[src/hw/rtl/idl_pkg.sv]
// Shared types and constants for the identity number check block.
`timescale 1ns / 1ps

package idl_pkg;

    // One character request into the block.
    typedef struct packed {
        logic [7:0] char_code;
        logic       last_char;
    } t_in_req;

    // One result request out of the block.
    typedef struct packed {
        logic [2:0]  status;
        logic [24:0] date_key;
    } t_out_req;

    // Closing view of a number, passed from the scanner to the result stages.
    typedef struct packed {
        logic [2:0] status;
        logic [6:0] yy;
        logic [6:0] mm;
        logic [6:0] dd;
    } t_scan_done;

    // Status codes
    localparam logic [2:0] ST_OK         = 3'd0;
    localparam logic [2:0] ST_BAD_LEN    = 3'd1;
    localparam logic [2:0] ST_BAD_DATE   = 3'd2;
    localparam logic [2:0] ST_NO_DASH    = 3'd3;
    localparam logic [2:0] ST_BAD_SERIAL = 3'd4;
    localparam logic [2:0] ST_BAD_CHECK  = 3'd5;

    // Character positions
    localparam logic [3:0] DASH_POS  = 4'd6;
    localparam logic [3:0] CHECK_POS = 4'd10;
    localparam logic [3:0] ID_LEN    = 4'd11;
    localparam logic [3:0] POS_SAT   = 4'd12;

    // Character codes
    localparam logic [7:0] CHAR_DASH = 8'h2D;
    localparam logic [7:0] CHAR_ZERO = 8'h30;
    localparam logic [7:0] CHAR_NINE = 8'h39;

    // Date key arithmetic
    localparam logic [6:0]  PIVOT_RESET = 7'd25;
    localparam logic [11:0] CENTURY_20  = 12'd2000;
    localparam logic [11:0] CENTURY_19  = 12'd1900;
    localparam logic [13:0] YEAR_SCALE  = 14'd10000;
    localparam logic [6:0]  MONTH_SCALE = 7'd100;

endpackage

[src/hw/rtl/idl_char_scan.sv]
// Per-character format and Luhn scanner holding the running number state.
`timescale 1ns / 1ps

module idl_char_scan (
    input  logic               i_clk,
    input  logic               i_rst_n,
    input  logic               i_take,
    input  idl_pkg::t_in_req   i_req,
    output idl_pkg::t_scan_done o_done
);
    import idl_pkg::*;

    logic [3:0] r_pos, n_pos;
    logic [3:0] r_luhn, n_luhn;
    logic [2:0] r_err, n_err;
    logic [6:0] r_yy, n_yy;
    logic [6:0] r_mm, n_mm;
    logic [6:0] r_dd, n_dd;

    logic       w_is_digit;
    logic [3:0] w_digit;
    logic       w_double;
    logic [4:0] w_prod;
    logic [4:0] w_sum;
    logic [3:0] w_luhn_add;
    logic [3:0] w_expect;
    logic [10:0] w_acc;
    logic [6:0] w_acc_src;
    logic [2:0] w_err_here;

    assign w_is_digit = (i_req.char_code >= CHAR_ZERO) && (i_req.char_code <= CHAR_NINE);
    assign w_digit    = w_is_digit ? 4'(i_req.char_code - CHAR_ZERO) : 4'd0;

    // Weight 2 on even weight index: positions 0..5 directly, 7..9 shifted by one.
    assign w_double   = (r_pos < DASH_POS) ? ~r_pos[0] : r_pos[0];

    always_comb begin
        w_prod = w_double ? {w_digit, 1'b0} : {1'b0, w_digit};
        if (w_prod >= 5'd10) begin
            w_prod = w_prod - 5'd9;
        end
        w_sum = {1'b0, r_luhn} + w_prod;
        if (w_sum >= 5'd10) begin
            w_sum = w_sum - 5'd10;
        end
        w_luhn_add = w_sum[3:0];
    end

    assign w_expect = (r_luhn == 4'd0) ? 4'd0 : 4'(4'd10 - r_luhn);

    // Pick which two-digit field this date digit feeds.
    always_comb begin
        if (r_pos < 4'd2) begin
            w_acc_src = r_yy;
        end else if (r_pos < 4'd4) begin
            w_acc_src = r_mm;
        end else begin
            w_acc_src = r_dd;
        end
        w_acc = (11'(w_acc_src) * 11'd10) + 11'(w_digit);
    end

    always_comb begin
        w_err_here = ST_OK;
        n_luhn     = r_luhn;
        n_yy       = r_yy;
        n_mm       = r_mm;
        n_dd       = r_dd;
        if (r_pos < DASH_POS) begin
            if (!w_is_digit) begin
                w_err_here = ST_BAD_DATE;
            end else begin
                n_luhn = w_luhn_add;
                if (r_pos < 4'd2) begin
                    n_yy = w_acc[6:0];
                end else if (r_pos < 4'd4) begin
                    n_mm = w_acc[6:0];
                end else begin
                    n_dd = w_acc[6:0];
                end
            end
        end else if (r_pos == DASH_POS) begin
            if (i_req.char_code != CHAR_DASH) begin
                w_err_here = ST_NO_DASH;
            end
        end else if (r_pos < CHECK_POS) begin
            if (!w_is_digit) begin
                w_err_here = ST_BAD_SERIAL;
            end else begin
                n_luhn = w_luhn_add;
            end
        end else if (r_pos == CHECK_POS) begin
            if (!w_is_digit) begin
                w_err_here = ST_BAD_SERIAL;
            end else if (w_digit != w_expect) begin
                w_err_here = ST_BAD_CHECK;
            end
        end
        n_err = (r_err == ST_OK) ? w_err_here : r_err;
        n_pos = (r_pos < POS_SAT) ? 4'(r_pos + 4'd1) : r_pos;
    end

    always_comb begin
        o_done.status = (n_pos != ID_LEN) ? ST_BAD_LEN : n_err;
        o_done.yy     = n_yy;
        o_done.mm     = n_mm;
        o_done.dd     = n_dd;
    end

    always_ff @(posedge i_clk) begin
        if (!i_rst_n) begin
            r_pos  <= 4'd0;
            r_luhn <= 4'd0;
            r_err  <= ST_OK;
            r_yy   <= 7'd0;
            r_mm   <= 7'd0;
            r_dd   <= 7'd0;
        end else if (i_take) begin
            if (i_req.last_char) begin
                r_pos  <= 4'd0;
                r_luhn <= 4'd0;
                r_err  <= ST_OK;
                r_yy   <= 7'd0;
                r_mm   <= 7'd0;
                r_dd   <= 7'd0;
            end else begin
                r_pos  <= n_pos;
                r_luhn <= n_luhn;
                r_err  <= n_err;
                r_yy   <= n_yy;
                r_mm   <= n_mm;
                r_dd   <= n_dd;
            end
        end
    end

endmodule

[src/hw/rtl/id_number_luhn_validator_top.sv]
// Top level of the identity number format and Luhn check block.
`timescale 1ns / 1ps
//
// Usage:
//   Feed an identity number of the form YYMMDD-XXXX one ASCII character per
//   request on the input channel (i_in_valid / o_in_ready / i_in_req), with
//   last_char set on the final character. Each number closed by last_char
//   yields one result request on the output channel (o_out_valid /
//   i_out_ready / o_out_req): a status code and, when the status is ok, the
//   date key yyyymmdd.
//   The century pivot is written through i_cfg_valid / o_cfg_ready /
//   i_cfg_data; the port is always ready. Write it only while idle.
// Throughput: one character per cycle while o_in_ready is high, set by the
//   character scanner. Path: the edge that accepts the last character
//   loads the date-key stage, and the output register, fed by the date-key
//   multiply-add, loads from that stage once it is free.
// Reset: synchronous, active low; clears the number state, both result
//   stages and sets the pivot to 25.
// Stall: when the receiver holds i_out_ready low the result holds in the
//   output register, the date-key stage fills, and o_in_ready drops only
//   once both are full; characters that do not close a number keep flowing
//   while space remains.

module id_number_luhn_validator_top (
    input  logic              i_clk,
    input  logic              i_rst_n,
    input  logic              i_in_valid,
    output logic              o_in_ready,
    input  idl_pkg::t_in_req  i_in_req,
    output logic              o_out_valid,
    input  logic              i_out_ready,
    output idl_pkg::t_out_req o_out_req,
    input  logic              i_cfg_valid,
    output logic              o_cfg_ready,
    input  logic [6:0]        i_cfg_data
);
    import idl_pkg::*;

    logic        w_take;
    logic        w_close;
    t_scan_done  w_done;

    logic [6:0]  r_pivot;

    // Date-key stage
    logic        r_s1_valid;
    logic [2:0]  r_s1_status;
    logic [11:0] r_s1_year;
    logic [6:0]  r_s1_month;
    logic [6:0]  r_s1_day;
    logic [11:0] n_s1_year;

    // Output register
    logic        r_out_valid;
    t_out_req    r_out_req;
    t_out_req    n_out_req;

    logic        w_out_free;
    logic        w_s1_free;
    logic [25:0] w_key_sum;

    assign o_cfg_ready = 1'b1;

    // Advance the output register when it is empty or being taken.
    assign w_out_free = !r_out_valid || i_out_ready;
    // Date-key stage can load when empty or when it moves on this cycle.
    assign w_s1_free  = !r_s1_valid || w_out_free;

    assign o_in_ready = w_s1_free;
    assign w_take     = i_in_valid && o_in_ready;
    assign w_close    = w_take && i_in_req.last_char;

    idl_char_scan u_scan (
        .i_clk  (i_clk),
        .i_rst_n(i_rst_n),
        .i_take (w_take),
        .i_req  (i_in_req),
        .o_done (w_done)
    );

    // Pick the century from the pivot.
    assign n_s1_year = (w_done.yy <= r_pivot) ? (CENTURY_20 + 12'(w_done.yy))
                                              : (CENTURY_19 + 12'(w_done.yy));

    // Build the date key: year*10000 + month*100 + day, zero on any error.
    assign w_key_sum = (26'(r_s1_year) * 26'(YEAR_SCALE))
                     + (26'(r_s1_month) * 26'(MONTH_SCALE))
                     + 26'(r_s1_day);

    always_comb begin
        n_out_req.status   = r_s1_status;
        n_out_req.date_key = (r_s1_status == ST_OK) ? w_key_sum[24:0] : 25'd0;
    end

    always_ff @(posedge i_clk) begin
        if (!i_rst_n) begin
            r_pivot <= PIVOT_RESET;
        end else if (i_cfg_valid && o_cfg_ready) begin
            r_pivot <= i_cfg_data;
        end
    end

    // Hold the closed number until the output register takes it.
    always_ff @(posedge i_clk) begin
        if (!i_rst_n) begin
            r_s1_valid <= 1'b0;
        end else if (w_s1_free) begin
            r_s1_valid <= w_close;
        end
    end

    always_ff @(posedge i_clk) begin
        if (w_close) begin
            r_s1_status <= w_done.status;
            r_s1_year   <= n_s1_year;
            r_s1_month  <= w_done.mm;
            r_s1_day    <= w_done.dd;
        end
    end

    always_ff @(posedge i_clk) begin
        if (!i_rst_n) begin
            r_out_valid <= 1'b0;
        end else if (w_out_free) begin
            r_out_valid <= r_s1_valid;
        end
    end

    always_ff @(posedge i_clk) begin
        if (w_out_free && r_s1_valid) begin
            r_out_req <= n_out_req;
        end
    end

    assign o_out_valid = r_out_valid;
    assign o_out_req   = r_out_req;

    // A closing character always lands in the date-key stage.
    a_close_loads: assert property (@(posedge i_clk) disable iff (!i_rst_n)
        w_close |=> r_s1_valid)
        else $error("closed number not captured");

    // An ok result always carries a date key, an error result never does.
    a_ok_has_key: assert property (@(posedge i_clk) disable iff (!i_rst_n)
        (o_out_valid && (o_out_req.status == ST_OK)) |-> (o_out_req.date_key != 25'd0))
        else $error("ok status with zero date key");

    a_err_no_key: assert property (@(posedge i_clk) disable iff (!i_rst_n)
        (o_out_valid && (o_out_req.status != ST_OK)) |-> (o_out_req.date_key == 25'd0))
        else $error("error status with date key");

    // A full pipeline that cannot drain must refuse new characters.
    a_full_stall: assert property (@(posedge i_clk) disable iff (!i_rst_n)
        (r_s1_valid && r_out_valid && !i_out_ready) |-> !o_in_ready)
        else $error("input ready while pipeline blocked");

endmodule
[config.mk]
export PLATFORM = sky130hd
export DESIGN_NAME = id_number_luhn_validator_top
export DESIGN_NICKNAME = d
export VERILOG_FILES = /design/src/hw/rtl/idl_pkg.sv /design/src/hw/rtl/idl_char_scan.sv /design/src/hw/rtl/id_number_luhn_validator_top.sv
export SDC_FILE = /design/constraint.sdc
export NUM_CORES = 1
export LEC_CHECK = 0
export BUFFER_PORTS_ARGS = -buffer_cell sky130_fd_sc_hd__buf_4
export CELL_PAD_IN_SITES_DETAIL_PLACEMENT = 1
export CELL_PAD_IN_SITES_GLOBAL_PLACEMENT = 2
export CORE_ASPECT_RATIO = 1.4
export CORE_MARGIN = 1.5
export CORE_UTILIZATION = 43
export DETAILED_ROUTE_END_ITERATION = 8
export PLACE_DENSITY_LB_ADDON = 0.3
export SLEW_MARGIN = 20
export SYNTH_ARGS = -nofsm -noshare
export SYNTH_HDL_FRONTEND = slang
export SYNTH_SLANG_ARGS = --single-unit
[constraint.sdc]
create_clock -name i_clk -period 13.7 [get_ports i_clk]
set_clock_uncertainty 0.05 [all_clocks]
set_input_delay 2.055 -clock i_clk [delete_from_list [all_inputs] [get_ports i_clk]]
set_output_delay 2.055 -clock i_clk [all_outputs]
set_load 0.01 [all_outputs]
==> results.json <==
{
  "worstRegToRegCells": 19,
  "achievable-frequency_ghz": 0.160,
  "static-leakage-power_uw": 0.00419,
  "cts-buffers-inserted": 9,
  "clock_slew_at_the_register_clock_pins_of_the_worst_setup_and_hold_paths_ns": 0.08,
  "detailedRoute.firstIterationViolations": 240,
  "clock_insertion_delay_worst_skew_ns": 0.36,
  "routability_congestion": 0.807,
  "clock_sinks": 97,
  "dp.final_hpwl_um": 16100,
  "layout_worst_path_cycle_share_pct": 45.5,
  "final.setup.tns_ns": 0,
  "tightestPinTransition_ns": 0.980,
  "synthCells": 898,
  "rsz0062_at_grt": "no",
  "timing.critical_path.to_type": "flip-flop",
  "synth-async-reset-ratio_pct": 0,
  "detail_route.drc_violations": 0,
  "crit_path_max_fanout": 11,
  "placed_cells": 1173,
  "hold_slack_ns": 0.452,
  "final-max-slew-violation-count": 0,
  "post_cts_buffers": 0,
  "synth-main-ff-cell": "edfxtp_1",
  "sequential_cell_area_um2": 2500,
  "yosysUniqueCellTypes": 71,
  "clock-root-buffer": "clkbuf_16",
  "post_synth.cell_area_avg_um2": 9.48,
  "antenna_violating_nets_post_route": 0,
  "setup.worst_path.start_class": "primary input",
  "placement_rows": 60,
  "period_minus_slack_ns": 6.24,
  "synth-edff-count": 56,
  "numPortBuffers": 50,
  "instances_no_fill": 1189,
  "finalSetupViolations": 0,
  "result_of_the_run": "completed",
  "power_density_nw_per_um2": 106,
  "syn_area_um2": 8520,
  "synth.net_count": 1079,
  "wire_length_of_the_first_global_routing_pass_um": 33900,
  "routedWlPerCell_um": 17.1,
  "floorplan.initialDensity_pct": 44.1,
  "post_cts_resize_count": 0,
  "crit_arrival_ns": 6.29,
  "multi_input_comb_area_um2": 5490,
  "synth_seq_cells": 97,
  "slew-limit-headroom_pct": 34.2,
  "nFillCells": 2214,
  "die_height_um": 170,
  "ctsHtreeMaxLevel": 3,
  "initial_antenna_violation_count": 0,
  "holdPathStages": 2,
  "postLayoutCoreUtil_pct": 48.9,
  "ir_worst_vdd_mv": 0.0533,
  "grt_start_max_net_pins": 40,
  "worst-endpoint-required_ns": 13.75,
  "wirelength_um": 20300,
  "finalHoldViolCount": 0,
  "global_route.overflow_total": 0,
  "sequential_cell_area_fraction_in_the_yosys_report_pct": 29.4,
  "ctsLongestPathBuffers": 2,
  "die_area_um2": 20700,
  "fp.coreArea_um2": 19300,
  "maxCapViolations": 0,
  "dr.pass1.iters": 4,
  "hp-class": "flip-flop to flip-flop",
  "vias": 6494,
  "avgViaCountPerCell": 5.46,
  "drive_gt1_share_pct": 10.9,
  "die_w_um": 122,
  "io-pin-count": 52,
  "syn2layout_area_growth_pct": 10.8,
  "worst-setup-path-type": "primary input to flip-flop",
  "diodes": 0,
  "globalRouteTotalUtil_pct": 20.9,
  "synthesis.yosys.warnings": 0,
  "design.final.nets": 1117,
  "postCtsHoldBufs": 0,
  "via_count_of_the_first_global_routing_pass": 6872,
  "cts_tree": "done"
}
[sequential cells by signal (all words and copies together), names as in the netlist, 7 cells and up]
register,count
o_out_req,28
r_s1_year,11
r_pivot,7
r_s1_day,7
r_s1_month,7
u_scan.r_dd,7
u_scan.r_mm,7
u_scan.r_yy,7
[synthesized netlist by cell type (all sizes together) (5+ instances only)]
cell type	n	area (um2)
ha	130	1630
inv	115	432
nor2	64	243
edfxtp	56	1680
o21ai	46	253
a21oi	45	225
nand2	44	165
dfxtp	41	821
nor2b	36	225
xnor2	35	307
fa	30	601
a22oi	21	158
clkbuf	21	78.8
xor2	21	184
mux2i	17	170
nor3	16	85.1
mux2	12	135
and2	11	68.8
nand3	10	50.1
o21bai	10	78.8
a31oi	9	56.3
a21o	8	60.1
nor4	8	65.1
o211ai	6	45.0
or2	6	37.5
or3	6	37.5
a211oi	5	37.5
a311oi	5	43.8
buf	5	26.3
nand3b	5	37.5
nor3b	5	37.5
o21a	5	37.5
[worst max-delay path, cell delays in order]
cell	delay [ns]
buf_4	0.12
nand4bb_1	0.47
nor2_1	0.47
nand2_1	0.12
xnor2_1	0.14
ha_1	0.22
a311o_1	0.34
and4_1	0.21
a221oi_2	0.30
inv_1	0.17
ha_1	0.32
nor2b_1	0.14
o21ai_0	0.16
nand2_1	0.07
o21ai_1	0.48
o21ai_0	0.22
a2bb2oi_2	0.19
inv_2	0.06
a31oi_1	0.04
[through the flow]
step / worst slack, ns / power [uW] / cell area [um2]
after floorplan: 8.08 / 656 / 8520
after global placement: 7.21 / 737 / 9130
after detailed placement: 7.10 / 744 / 9130
after CTS: 7.47 / 1020 / 9430
after global routing: 7.10 / 1080 / 9430
final: 7.46 / 1000 / 9430
[routing by layer]
| metal | share of wire [%] | GRT usage [%] | up-vias |
|---|---|---|---|
| met5 | 0 | 0 | - |
| met2 | 57 | 42.2 | 72 |
| met1 | 39 | 21.5 | 3175 |
| met3 | 1.7 | 2.45 | 28 |
| met4 | 2.5 | 7.01 | 0 |
| li1 | - | - | 3219 |
[cell usage in the layout (no fill, tap or decap), drive strengths merged, types with 5 or more instances in the layout]
cell    Yosys  layout
a211oi      5       5
a21o        8       8
a21oi      45      45
a22oi      21      21
a311oi      5       5
a31oi       9       9
and2       11      11
buf         5      53
clkbuf     21       9
clkinv      0       5
dfxtp      41      41
edfxtp     56      56
fa         30      30
ha        130     130
inv       115     117
mux2       12      12
mux2i      17      17
nand2      44      44
nand3      10      10
nand3b      5       5
nor2       64      64
nor2b      36      36
nor3       16      16
nor3b       5       5
nor4        8       8
o211ai      6       6
o21a        5       5
o21ai      46      46
o21bai     10      10
or2         6       6
or3         6       6
xnor2      35      35
xor2       21      21
[worst paths after layout]
check	from	to	slack [ns]
max	i_in_req[8]	r_s1_year[7]	7.46
min	r_pivot[0]	r_pivot[0]	0.45
max reg2reg	r_s1_year[4]	o_out_req[24]	8.06
min reg2reg	r_pivot[0]	r_pivot[0]	0.45
[report_power, final]
part | internal [uW] | switching (uW)
combinational | 174 | 243
sequential | 313 | 5.20
clock | 131 | 136
total | 618 | 384
[cell type report]
cell class                      count  area share [%]
Clock buffer                        9            2.39
Clock inverter                      7           0.862
Inverter                          115            4.58
Multi-Input combinational cell    660            58.1
Sequential cell                    97            26.5
Tap cell                          248            3.29
Timing Repair Buffer               53            4.22
[kinds of logic after synthesis]
logic type               Yosys count  synth area share (%)
multiplexers                      29                  3.58
flip-flops                        97                  29.4
adder cells (fa/ha/maj)          161                  26.3
other                              1                0.0440
buffers and inverters            141                  6.30
AO/OA/AOI/OAI                    186                  14.6
XOR/XNOR                          57                  6.02
AND/OR/NAND/NOR                  226                  13.8
No activity file was read; power rests on OpenSTA's default activity.
